## src/rtl/tle_pkg.sv

```systemverilog
package tle_pkg;

    localparam int DATA_W   = 64;
    localparam int LAT_W    = 32;
    localparam int CORE_W   = 5;
    localparam int ACT_W    = 6;
    localparam int SHIFT_W  = 4;
    localparam int CFG_A_W  = 1;
    localparam int CFG_D_W  = 6;
    localparam int ALU_W    = DATA_W + 2;
    localparam int FACT_W   = LAT_W + 2;
    localparam int ITER_W   = 6;

    localparam int HUGE_LEVELS = 3;
    localparam int BASE_LEVELS = 4;

    localparam logic [CFG_A_W-1:0] CFG_ACTIVE_CORES = 1'b0;
    localparam logic [CFG_A_W-1:0] CFG_EWMA_SHIFT   = 1'b1;

    localparam logic REQ_CORE  = 1'b0;
    localparam logic REQ_CLOSE = 1'b1;

    localparam logic [1:0] CNT_TOTAL  = 2'd0;
    localparam logic [1:0] CNT_LOCAL  = 2'd1;
    localparam logic [1:0] CNT_REMOTE = 2'd2;
    localparam logic [1:0] CNT_WALKS  = 2'd3;

    localparam logic SEL_HUGE = 1'b0;
    localparam logic SEL_BASE = 1'b1;

    localparam logic [ACT_W-1:0]   ACTIVE_RST = 6'd32;
    localparam logic [SHIFT_W-1:0] SHIFT_RST  = 4'd4;

    typedef enum logic [10:0] {
        S_IDLE   = 11'b000_0000_0001,
        S_CDELTA = 11'b000_0000_0010,
        S_CSUM   = 11'b000_0000_0100,
        S_LDELTA = 11'b000_0000_1000,
        S_LDIFF  = 11'b000_0001_0000,
        S_LUPD   = 11'b000_0010_0000,
        S_CMP    = 11'b000_0100_0000,
        S_MUL    = 11'b000_1000_0000,
        S_DIV    = 11'b001_0000_0000,
        S_STORE  = 11'b010_0000_0000,
        S_OUT    = 11'b100_0000_0000
    } t_state;

    typedef struct packed {
        logic               sub;
        logic [SHIFT_W-1:0] shamt;
    } t_alu_ctl;

endpackage

```

## src/rtl/translation_latency_estimator_core.sv

```systemverilog
// core reading: from accept, through S_CDELTA and S_CSUM, until ready again (memory read, delta, sum and write back)
// period close: averages are updated and each latency is compared and stored; when scaling applies, each
//   scaled latency runs a 34-step multiply and a 34-step divide on the shared 66-bit adder
// one item at a time; a finished word waits in the output register while new items are taken
// reset (synchronous, active low) clears the walk sum, last load counts, averages and the per-core
//   valid bits at once, and sets active_cores to 32 and ewma_shift to 4
module translation_latency_estimator_core #(
    parameter int MAX_CORES = 32
) (
    input  logic                            i_clk,
    input  logic                            i_rst_n,
    input  logic                            i_cfg_we,
    input  logic [tle_pkg::CFG_A_W-1:0]     i_cfg_addr,
    input  logic [tle_pkg::CFG_D_W-1:0]     i_cfg_wdata,
    input  logic                            i_in_valid,
    output logic                            o_in_ready,
    input  logic                            i_req_type,
    input  logic [tle_pkg::CORE_W-1:0]      i_core_index,
    input  logic [tle_pkg::DATA_W-1:0]      i_walk_count,
    input  logic [tle_pkg::DATA_W-1:0]      i_total_loads_count,
    input  logic [tle_pkg::DATA_W-1:0]      i_local_loads_count,
    input  logic [tle_pkg::DATA_W-1:0]      i_remote_loads_count,
    input  logic [tle_pkg::LAT_W-1:0]       i_local_latency,
    output logic                            o_out_valid,
    input  logic                            i_out_ready,
    output logic [tle_pkg::DATA_W-1:0]      o_latency_huge_page,
    output logic [tle_pkg::DATA_W-1:0]      o_latency_base_page,
    output logic [tle_pkg::DATA_W-1:0]      o_avg_loads,
    output logic [tle_pkg::DATA_W-1:0]      o_avg_local_loads,
    output logic [tle_pkg::DATA_W-1:0]      o_avg_remote_loads,
    output logic [tle_pkg::DATA_W-1:0]      o_avg_walks
);
    import tle_pkg::*;

    localparam int AW = (MAX_CORES > 1) ? $clog2(MAX_CORES) : 1;
    localparam logic [8:0] MAXC = 9'(MAX_CORES);
    localparam logic [ITER_W-1:0] ITER_LAST = ITER_W'(FACT_W - 1);

    t_state r_state;
    t_state n_state;

    logic [ACT_W-1:0]   r_active;
    logic [SHIFT_W-1:0] r_shift;

    logic [DATA_W-1:0]  r_mem [MAX_CORES];
    logic [MAX_CORES-1:0] r_vld;
    logic [DATA_W-1:0]  r_rdata;

    logic [AW-1:0]      r_core;
    logic [DATA_W-1:0]  r_walk;
    logic [DATA_W-1:0]  r_cnt [3];
    logic [LAT_W-1:0]   r_lat;

    logic [DATA_W-1:0]  r_sum;
    logic [DATA_W-1:0]  r_last [3];
    logic [DATA_W-1:0]  r_avg [4];

    logic [ALU_W-1:0]   r_tmp;
    logic [DATA_W-1:0]  r_hi;
    logic [FACT_W-1:0]  r_lo;
    logic [ITER_W-1:0]  r_iter;
    logic [1:0]         r_j;
    logic               r_sel;
    logic               r_scale;
    logic [DATA_W-1:0]  r_lat_huge;

    logic               r_out_valid;
    logic [DATA_W-1:0]  r_o_huge;
    logic [DATA_W-1:0]  r_o_base;
    logic [DATA_W-1:0]  r_o_avg [4];

    t_alu_ctl           alu_ctl;
    logic [ALU_W-1:0]   alu_a;
    logic [ALU_W-1:0]   alu_b;
    logic [ALU_W-1:0]   alu_res;

    logic               in_acc;
    logic               core_ok;
    logic               out_load;
    logic               div_ge;
    logic [FACT_W-1:0]  fact_huge;
    logic [FACT_W-1:0]  fact_base;
    logic [FACT_W-1:0]  fact;
    logic [DATA_W-1:0]  prev_walk;
    logic [DATA_W-1:0]  cnt_sel;
    logic [DATA_W-1:0]  last_sel;

    tle_alu u_alu (
        .i_ctl (alu_ctl),
        .i_a   (alu_a),
        .i_b   (alu_b),
        .o_res (alu_res)
    );

    assign o_in_ready = (r_state == S_IDLE);
    assign in_acc     = i_in_valid && o_in_ready;
    assign core_ok    = ({1'b0, i_core_index} < r_active) && ({4'b0, i_core_index} < MAXC);
    assign out_load   = (r_state == S_OUT) && (!r_out_valid || i_out_ready);

    assign fact_huge = FACT_W'(r_lat) * FACT_W'(HUGE_LEVELS);
    assign fact_base = FACT_W'(r_lat) * FACT_W'(BASE_LEVELS);
    assign fact      = (r_sel == SEL_BASE) ? fact_base : fact_huge;
    assign prev_walk = r_vld[r_core] ? r_rdata : '0;
    assign cnt_sel   = (r_j == CNT_WALKS) ? r_sum : r_cnt[r_j];
    assign last_sel  = (r_j == CNT_WALKS) ? '0 : r_last[r_j];
    assign div_ge    = !alu_res[ALU_W-1];

    always_comb begin
        alu_ctl = '{sub: 1'b0, shamt: '0};
        alu_a   = '0;
        alu_b   = '0;
        case (r_state)
            S_CDELTA: begin
                alu_ctl.sub = 1'b1;
                alu_a       = ALU_W'(r_walk);
                alu_b       = ALU_W'(prev_walk);
            end
            S_CSUM: begin
                alu_a = ALU_W'(r_sum);
                alu_b = ALU_W'(r_tmp[DATA_W-1:0]);
            end
            S_LDELTA: begin
                alu_ctl.sub = (r_j != CNT_WALKS);
                alu_a       = ALU_W'(cnt_sel);
                alu_b       = ALU_W'(last_sel);
            end
            S_LDIFF: begin
                alu_ctl.sub = 1'b1;
                alu_a       = ALU_W'(r_tmp[DATA_W-1:0]);
                alu_b       = ALU_W'(r_avg[r_j]);
            end
            S_LUPD: begin
                alu_ctl.shamt = r_shift;
                alu_a         = ALU_W'(r_avg[r_j]);
                alu_b         = r_tmp;
            end
            S_CMP: begin
                alu_ctl.sub = 1'b1;
                alu_a       = ALU_W'(r_avg[CNT_WALKS]);
                alu_b       = ALU_W'(r_avg[CNT_TOTAL]);
            end
            S_MUL: begin
                alu_a = ALU_W'(r_hi);
                alu_b = r_lo[0] ? ALU_W'(r_avg[CNT_WALKS]) : '0;
            end
            S_DIV: begin
                alu_ctl.sub = 1'b1;
                alu_a       = ALU_W'({r_hi, r_lo[FACT_W-1]});
                alu_b       = ALU_W'(r_avg[CNT_TOTAL]);
            end
            default: begin
                alu_a = '0;
            end
        endcase
    end

    always_comb begin
        n_state = r_state;
        case (r_state)
            S_IDLE: begin
                if (in_acc) begin
                    if (i_req_type == REQ_CLOSE) begin
                        n_state = S_LDELTA;
                    end else if (core_ok) begin
                        n_state = S_CDELTA;
                    end
                end
            end
            S_CDELTA: n_state = S_CSUM;
            S_CSUM:   n_state = S_IDLE;
            S_LDELTA: n_state = S_LDIFF;
            S_LDIFF:  n_state = S_LUPD;
            S_LUPD:   n_state = (r_j == CNT_WALKS) ? S_CMP : S_LDELTA;
            S_CMP: begin
                if ((r_avg[CNT_TOTAL] != '0) && alu_res[ALU_W-1]) begin
                    n_state = S_MUL;
                end else begin
                    n_state = S_STORE;
                end
            end
            S_MUL:   n_state = (r_iter == ITER_LAST) ? S_DIV : S_MUL;
            S_DIV:   n_state = (r_iter == ITER_LAST) ? S_STORE : S_DIV;
            S_STORE: n_state = (r_sel == SEL_HUGE) ? S_CMP : S_OUT;
            S_OUT:   n_state = out_load ? S_IDLE : S_OUT;
            default: n_state = S_IDLE;
        endcase
    end

    // per-core last readings
    always_ff @(posedge i_clk) begin
        if (in_acc) begin
            r_rdata <= r_mem[AW'(i_core_index)];
        end
        if (r_state == S_CSUM) begin
            r_mem[r_core] <= r_walk;
        end
    end

    always_ff @(posedge i_clk) begin
        if (!i_rst_n) begin
            r_vld <= '0;
        end else if (r_state == S_CSUM) begin
            r_vld[r_core] <= 1'b1;
        end
    end

    // captured word and working registers
    always_ff @(posedge i_clk) begin
        if (in_acc) begin
            r_core   <= AW'(i_core_index);
            r_walk   <= i_walk_count;
            r_cnt[0] <= i_total_loads_count;
            r_cnt[1] <= i_local_loads_count;
            r_cnt[2] <= i_remote_loads_count;
            r_lat    <= i_local_latency;
        end
        case (r_state)
            S_CDELTA, S_LDELTA, S_LDIFF: begin
                r_tmp <= alu_res;
            end
            S_CMP: begin
                r_hi <= '0;
                r_lo <= fact;
            end
            S_MUL: begin
                r_hi <= alu_res[DATA_W:1];
                r_lo <= {alu_res[0], r_lo[FACT_W-1:1]};
            end
            S_DIV: begin
                r_hi <= div_ge ? alu_res[DATA_W-1:0] : {r_hi[DATA_W-2:0], r_lo[FACT_W-1]};
                r_lo <= {r_lo[FACT_W-2:0], div_ge};
            end
            S_STORE: begin
                if (r_sel == SEL_HUGE) begin
                    r_lat_huge <= DATA_W'(r_lo);
                end
            end
            default: begin
                r_tmp <= r_tmp;
            end
        endcase
        if (out_load) begin
            r_o_huge <= r_lat_huge;
            r_o_base <= DATA_W'(r_lo);
            r_o_avg  <= r_avg;
        end
    end

    always_ff @(posedge i_clk) begin
        if (!i_rst_n) begin
            r_state     <= S_IDLE;
            r_active    <= ACTIVE_RST;
            r_shift     <= SHIFT_RST;
            r_sum       <= '0;
            r_last      <= '{default: '0};
            r_avg       <= '{default: '0};
            r_iter      <= '0;
            r_j         <= CNT_TOTAL;
            r_sel       <= SEL_HUGE;
            r_scale     <= 1'b0;
            r_out_valid <= 1'b0;
        end else begin
            r_state <= n_state;
            if (i_cfg_we) begin
                case (i_cfg_addr)
                    CFG_ACTIVE_CORES: r_active <= i_cfg_wdata[ACT_W-1:0];
                    CFG_EWMA_SHIFT:   r_shift  <= i_cfg_wdata[SHIFT_W-1:0];
                    default:          r_active <= r_active;
                endcase
            end
            if (out_load) begin
                r_out_valid <= 1'b1;
            end else if (i_out_ready) begin
                r_out_valid <= 1'b0;
            end
            case (r_state)
                S_IDLE: begin
                    r_j   <= CNT_TOTAL;
                    r_sel <= SEL_HUGE;
                end
                S_CSUM: begin
                    r_sum <= alu_res[DATA_W-1:0];
                end
                S_LDELTA: begin
                    if (r_j == CNT_WALKS) begin
                        r_sum <= '0;
                    end else begin
                        r_last[r_j] <= r_cnt[r_j];
                    end
                end
                S_LUPD: begin
                    r_avg[r_j] <= alu_res[DATA_W-1:0];
                    r_j        <= r_j + 2'd1;
                end
                S_CMP: begin
                    r_iter  <= '0;
                    r_scale <= (r_avg[CNT_TOTAL] != '0) && alu_res[ALU_W-1];
                end
                S_MUL, S_DIV: begin
                    r_iter <= (r_iter == ITER_LAST) ? '0 : r_iter + ITER_W'(1);
                end
                S_STORE: begin
                    r_sel <= SEL_BASE;
                end
                default: begin
                    r_iter <= r_iter;
                end
            endcase
        end
    end

    assign o_out_valid         = r_out_valid;
    assign o_latency_huge_page = r_o_huge;
    assign o_latency_base_page = r_o_base;
    assign o_avg_loads         = r_o_avg[CNT_TOTAL];
    assign o_avg_local_loads   = r_o_avg[CNT_LOCAL];
    assign o_avg_remote_loads  = r_o_avg[CNT_REMOTE];
    assign o_avg_walks         = r_o_avg[CNT_WALKS];

    // remainder stays below the divisor through the divide
    a_div_rem: assert property (@(posedge i_clk) disable iff (!i_rst_n)
        (r_state == S_DIV) |-> (r_hi < r_avg[CNT_TOTAL]))
        else $error("divide remainder not below divisor");

    // scaled path entered only when walks are below loads
    a_scale_ok: assert property (@(posedge i_clk) disable iff (!i_rst_n)
        (r_state == S_MUL) |-> (r_scale && (r_avg[CNT_WALKS] < r_avg[CNT_TOTAL])))
        else $error("multiply started without scaling condition");

    // written core is marked valid afterwards
    a_core_vld: assert property (@(posedge i_clk) disable iff (!i_rst_n)
        (r_state == S_CSUM) |=> r_vld[$past(r_core)])
        else $error("core entry not marked after write");

    // a loaded result word is presented, with the block back in idle, afterwards
    a_out_load: assert property (@(posedge i_clk) disable iff (!i_rst_n)
        out_load |=> (o_out_valid && (r_state == S_IDLE)))
        else $error("result word not presented after load");

    // bit-serial steps stay within the factor width
    a_iter_range: assert property (@(posedge i_clk) disable iff (!i_rst_n)
        ((r_state == S_MUL) || (r_state == S_DIV)) |-> (r_iter <= ITER_LAST))
        else $error("iteration count out of range");

endmodule

```

## src/rtl/tle_alu.sv

```systemverilog
module tle_alu (
    input  tle_pkg::t_alu_ctl             i_ctl,
    input  logic [tle_pkg::ALU_W-1:0]     i_a,
    input  logic [tle_pkg::ALU_W-1:0]     i_b,
    output logic [tle_pkg::ALU_W-1:0]     o_res
);
    import tle_pkg::*;

    logic [ALU_W-1:0] b_sh;
    logic [ALU_W-1:0] b_op;

    // b is shifted arithmetically before the add or subtract
    assign b_sh  = ALU_W'($signed(i_b) >>> i_ctl.shamt);
    assign b_op  = i_ctl.sub ? ~b_sh : b_sh;
    assign o_res = i_a + b_op + ALU_W'(i_ctl.sub);

endmodule

```

## config.mk

```make
export PLATFORM = sky130hd
export DESIGN_NAME = translation_latency_estimator_core
export DESIGN_NICKNAME = d
export VERILOG_FILES = /design/src/rtl/tle_pkg.sv /design/src/rtl/translation_latency_estimator_core.sv /design/src/rtl/tle_alu.sv
export SDC_FILE = /design/constraint.sdc
export NUM_CORES = 2
export LEC_CHECK = 0
export BUFFER_PORTS_ARGS = -buffer_cell sky130_fd_sc_hd__buf_4
export CAP_MARGIN = 25
export CORE_MARGIN = 8
export CORE_UTILIZATION = 40
export CTS_CLUSTER_SIZE = 40
export DETAILED_ROUTE_END_ITERATION = 6
export GPL_ROUTABILITY_DRIVEN = 1
export PLACE_DENSITY = 0.55
export SLEW_MARGIN = 25
export SYNTH_ARGS = -nofsm -noshare
export SYNTH_HDL_FRONTEND = slang
export SYNTH_SLANG_ARGS = --single-unit
```

## constraint.sdc

```tcl
create_clock -name i_clk -period 55.6 [get_ports i_clk]
set_input_delay 11.12 -clock i_clk [delete_from_list [all_inputs] [get_ports i_clk]]
set_output_delay 11.12 -clock i_clk [all_outputs]
set_load 0.05 [all_outputs]
```

=== Word level (Yosys, flattened, before mapping) ===
Memories as Yosys holds them, arrays and structs flattened. A register that Yosys moved wholly into a read port is not among the register bits.
Cells that the tools add are included.

* Memories kept: 2
* Input port bits: 306
* Word-level logic and storage cells: 141
* Bits in writable memories: 2,240
* Register bits: 1,198

{| class="wikitable"
|+ Memories
! name !! depth !! bits a word !! rd ports !! clocked after memory_dff !! write ports !! RTL line !! text
|-
| r_mem || 32 || 64 || 1 || 1 || 1 || translation_latency_estimator_core.sv:45 || <nowiki>logic [DATA_W-1:0] r_mem [MAX_CORES];</nowiki>
|-
| r_cnt || 3 || 64 || 1 || 1 || 3 || translation_latency_estimator_core.sv:51 || <nowiki>logic [DATA_W-1:0] r_cnt [3];</nowiki>
|}

* Equal/unequal tests: 17
* Bitwise gates (word level): 6
* Order comparisons: 5
* Shift operators: 1
* Mux-type cells: 51
* Multiply operators: 1
* Add/subtract/negate cells: 4
* Reductions and logical operators: 25

{| class="wikitable"
|+ Operators with widths
! operator !! number
|-
| $mux 64 || 11
|-
| $pmux 65 s8 || 1
|-
| $pmux 66 s7 || 1
|-
| $bmux 64 s2 || 2
|-
| $bwmux 256 || 1
|-
| $bwmux 192 || 1
|-
| $pmux 64 s3 || 1
|-
| $demux 64 s2 || 1
|-
| $pmux 64 s2 || 1
|-
| $pmux 11 s10 || 1
|-
| $pmux 34 s3 || 1
|-
| $add 65x66->66 || 1
|-
| $add 66x1->66 || 1
|-
| $mux 66 || 1
|-
| $not 66->66 || 1
|-
| $sshr 66x4->66 || 1
|-
| $reduce_bool 64->1 || 1
|-
| $mux 11 || 5
|-
| $mul 32x2->34 const B || 1
|-
| $mux 34 || 1
|-
| $or 32x32->32 || 1
|-
| $mux 10 || 2
|-
| $pmux 6 s2 || 1
|-
| $reduce_and 2->1 || 6
|-
| other kinds (43) || 65
|}

=== Depth between registers and ports, before layout ===
* Depth after elaboration: 14
* Gate-level depth with buffers: 41
* Gate-level depth less buffers: 35

=== Hierarchy ===
Synthesis repeated with hierarchy kept, for this count alone.

* Cell total of the unflattened synthesis: 9,078
* Area, all modules: 145,248.1 um^2

{| class="wikitable"
|+ By module, submodules not included
! module !! cells an instance !! times used !! area each (um^2) !! seq. area each (um^2)
|-
| translation_latency_estimator_core || 8,057 || 1 || 137,798.4 || 99,445.4
|-
| tle_alu || 1,021 || 1 || 7,449.6 || 0.0
|}

=== Worst setup path after synthesis ===
No wires, ideal clock.

* Kind: in2reg
* From: input port i_out_ready
* To: register r_o_avg, in the netlist o_avg_loads[0] (enable)
* Slack: 29,036 ps
* Stages on the path: 2
* Path buffers: 0
* Arrival time: 25,506 ps
* Path through: nor2b_1 -> nor2b_1

* Longest elaborated chain between the ends: 2

{| class="wikitable"
|+ Ends and longest elaborated chain
! what !! RTL line !! text
|-
| start: declaration || translation_latency_estimator_core.sv:25 || <nowiki>input logic i_out_ready,</nowiki>
|-
| $logic_or 1x1->1 || translation_latency_estimator_core.sv:98 || <nowiki>assign out_load = (r_state == S_OUT) && (!r_out_valid || i_out_ready);</nowiki>
|-
| $logic_and 1x1->1 || translation_latency_estimator_core.sv:98 ||
|-
| named net out_load || translation_latency_estimator_core.sv:79 || <nowiki>logic out_load;</nowiki>
|-
| end signal: assignment || translation_latency_estimator_core.sv:245 || <nowiki>r_o_avg <= r_avg;</nowiki>
|-
| end: declaration || translation_latency_estimator_core.sv:70 || <nowiki>logic [DATA_W-1:0] r_o_avg [4];</nowiki>
|}

The timed path passes the listed nets, and every way through them passes these cells.
A chain may end at the register's enable or synchronous reset.

==> key figures <==
Global route
  – Gr busiest metal: met2
  – Total Routing Usage GR: about a quarter
  – Met2 Use GR: about two fifths
  – Largest net degree at the start of global routing: 177
  – Vias in the first global route: around 89k
  – Initial antenna violation count: 38
  – Remaining global-route overflow: 0
  – First-pass GRT wire length: between 600000 and 700000 um
  – GR Util met3: about 5.7%
  – Met1 Track Usage GR: 34.6%

Placement
  – GPL Wtd Cong: around 0.95
  – Placed insts: 14.5k
  – Detail Placement HPWL: roughly 310000 um
  – PortBufs: roughly 630
  – Pre-CTS WS: approximately 39000 ps
  – Placed instance area: approximately 160000 um2

Clocking
  – Clock buffer depth: 4
  – H-tree depth: 5
  – CTS Buf Count: between 300 and 400
  – CTS Hold Bufs: 0
  – Post-CTS setup repair buffer count: 0
  – CTS resizes: 0
  – Clock sink total: ~3.5k
  – CTS tree: yes
  – CTS Root Buffer Type: clkbuf_16
  – Worst skew pair latency: 960 ps
  – CTS clock-pin slew for the worst setup and hold paths: 60 ps

Pwr
  – Cell area power density: 37.6 nW/um2
  – Max VDD drop: around 0.025 mV
  – Final Total Pwr: 6.32 mW
  – Leak Pwr: 56.1 nW

Worst setup path
  – Crit path buf inv count: 5
  – Crit-path cells: buf_8 > buf_6 > buf_4 > buf_4 > buf_16 > mux4_2 > mux4_2 > mux2_2
  – CP max FO: just over 70
  – Crit Path Category: input port to flip-flop
  – Crit. End Element: flip-flop
  – Terminus of the critical flop-to-flop path: r_hi[1]
  – Kind of cell adding the most delay to the critical path: buffers and inverters
  – CP Depth: 8
  – Worst path max stage delay: roughly 660 ps
  – R2r worst-path depth: 31
  – Slowest cell on crit path: buf_4
  – Worst Setup SP: i_core_index[0]
  – Arrival time at the worst endpoint: between 15000 and 20000 ps
  – Reg2reg start: r_j[1]
  – CP endpoint: r_rdata[41]
  – Worst setup SP type: input port
  – Worst reg2reg setup slack: 44690 ps
  – Critical path data required time: ~56000 ps

Synthesis
  – Synth unique cells: 101
  – Yosys warning count: 0
  – Yosys top cell area share: roughly three fifths
  – Post-synth EDFFs: between 2k and 3k
  – Dominant cells by area after synthesis: edfxtp_1 61%, mux4_2 11%, dfxtp_1 8.0%, nand2_1 2.6%, a21oi_1 2.4%
  – Top cell type by total area after synthesis: edfxtp_1
  – Mapped Avg Cell Area: roughly 15 um2
  – Top-count cell post-synth: edfxtp_1
  – Mapped Cells: 9429
  – Commonest register cell after synthesis: edfxtp_1
  – Synth Cell Area: between 100000 and 150000 um2
  – Sequential share of the synthesized area: slightly below 70%
  – Synth top cells by count: 2927 x edfxtp_1, 1003 x nand2_1, 704 x mux4_2, 696 x a21oi_1, 665 x nor2_1
  – Ys async rst share: 0%
  – #FFs+latches synth: 3504

Cells and area
  – Layout cells sized above 1: between 20% and 30%
  – Final nets: between 10k and 15k
  – Final Util: 46.5%
  – P&R area growth vs syn: 15.9%
  – Non-Filler Instances: 15.2k
  – Cell area after layout: 168000 um2

STA
  – Final Setup Violations: 0
  – Final period util: a little over a quarter
  – Unrepaired setup endpoints after global routing: no
  – Final Hold Viols: 0
  – Post-route minimum period: between 10000 and 15000 ps
  – Setup TNS: 0 ps
  – Max_slew headroom: between 10% and 20%
  – Slew Limit Fails: 0
  – Final setup margin: ~40000 ps
  – Worst hold margin: 416 ps
  – Max Clock Skew: roughly 54 ps
  – Achievable Freq: 0.0689 GHz
  – Worst-margin pin slew: approximately 1200 ps

Routing
  – Via count: between 90k and 100k
  – Final wirelength: slightly below 500000 um
  – Antenna-violating nets left: 0
  – DR iter-0 viols: approximately 13k
  – Pre-antenna DRT Iters: 7
  – WL per Instance: roughly 33 um
  – Number of vias per cell: 6.01
  – Residual DRC: 42

Die
  – Placement Rows: 221
  – Core area: ~360000 um2
  – Die ar.: approximately 380000 um2
  – Die Wd: ~600 um
  – Io pins: a little under 700
  – Initial core utilization: roughly two fifths
  – Die extent in y: 618 um

Status
  – Failing checks: design-rule violations
  – Outcome: complete, but fails checks

Worst hold path
  – Hold WC Path Type: flip-flop to flip-flop

Flow run
  – Max-Cap Viols: 0
power breakdown:
| group | switching (mW) | leakage, nW | internal, mW |
|---|---|---|---|
| Sequential | 0.0711 | 31.1 | 3.03 |
| Clock | 1.06 | 5.91 | 1.44 |
| Combinational | 0.506 | 19.1 | 0.212 |
routing by layer:
layer  part of all wire [%]  wire length, um
met4                    3.8            19000
met3                     10            50200
met1                     41           202000
met5                 0.0040               20
met2                     45           224000
placed cells by master (no fill, tap or decap), types with 22 or more instances in the layout:
cell	instances
a22oi_1	212
clkbuf_16	381
a222oi_1	99
mux2_2	82
o21ai_0	267
nor4_1	22
conb_1	60
inv_1	90
a221o_1	28
xnor2_1	108
buf_4	859
ha_1	107
a211oi_1	30
clkinv_1	61
nand4_1	27
mux2i_1	312
dfxtp_1	572
nand2_1	993
a21oi_1	694
xor2_1	39
bufinv_16	36
a22o_1	56
clkbuf_1	76
nand3_1	146
nor3_1	24
mux4_2	704
o21ai_1	24
nor2_4	36
edfxtp_1	2927
nor2_1	631
clkinv_2	64
a21o_1	56
a221oi_1	39
and2_1	25
o22ai_1	64
flip-flops by register name (all words and copies together), names as in the netlist, 64 cells and up, named ones only:
| register | count |
|---|---|
| o_avg_loads | 64 |
| o_avg_local_loads | 64 |
| o_avg_remote_loads | 64 |
| o_avg_walks | 64 |
| r_avg | 256 |
| r_cnt | 192 |
| r_hi | 64 |
| r_last | 192 |
| r_mem | 2048 |
| r_rdata | 64 |
| r_sum | 64 |
| r_tmp | 66 |
| r_walk | 64 |
cells by family after synthesis:
family | count (synthesis) | share of synthesized area, %
flops | 3504 | 68.5
simple gates | 2083 | 6.11
compound gates | 1713 | 7.52
mux | 1098 | 13.7
buf+inv | 771 | 2.24
xor+xnor | 150 | 0.918
fa+ha+maj | 109 | 0.950
other cells | 1 | 0.00258
how the worst min path moves through the flow:
stage                                    endpoint            from  slack, ps  cells past startpoint
final                     o_latency_huge_page[23]  r_lat_huge[23]        420                      0
after floorplan            o_latency_huge_page[0]   r_lat_huge[0]        400                      0
after global routing      o_latency_huge_page[31]  r_lat_huge[31]        420                      0
after global placement    o_latency_huge_page[28]  r_lat_huge[28]        400                      0
after detailed placement  o_latency_huge_page[15]  r_lat_huge[15]        400                      0
after CTS                 o_latency_huge_page[32]  r_lat_huge[32]        420                      0
cell type report:
| cell class | count | area [um2] |
|---|---|---|
| antenna | 15 | 37.5 |
| clock buffer | 467 | 9940 |
| clock inverter | 217 | 2190 |
| fill | 31155 | 194000 |
| inverter | 95 | 364 |
| multi-input combinational | 5213 | 43100 |
| sequential | 3504 | 99500 |
| tap | 4794 | 6000 |
| timing repair buffer | 898 | 7070 |
Note: power is estimated with default switching activity, not from simulation.
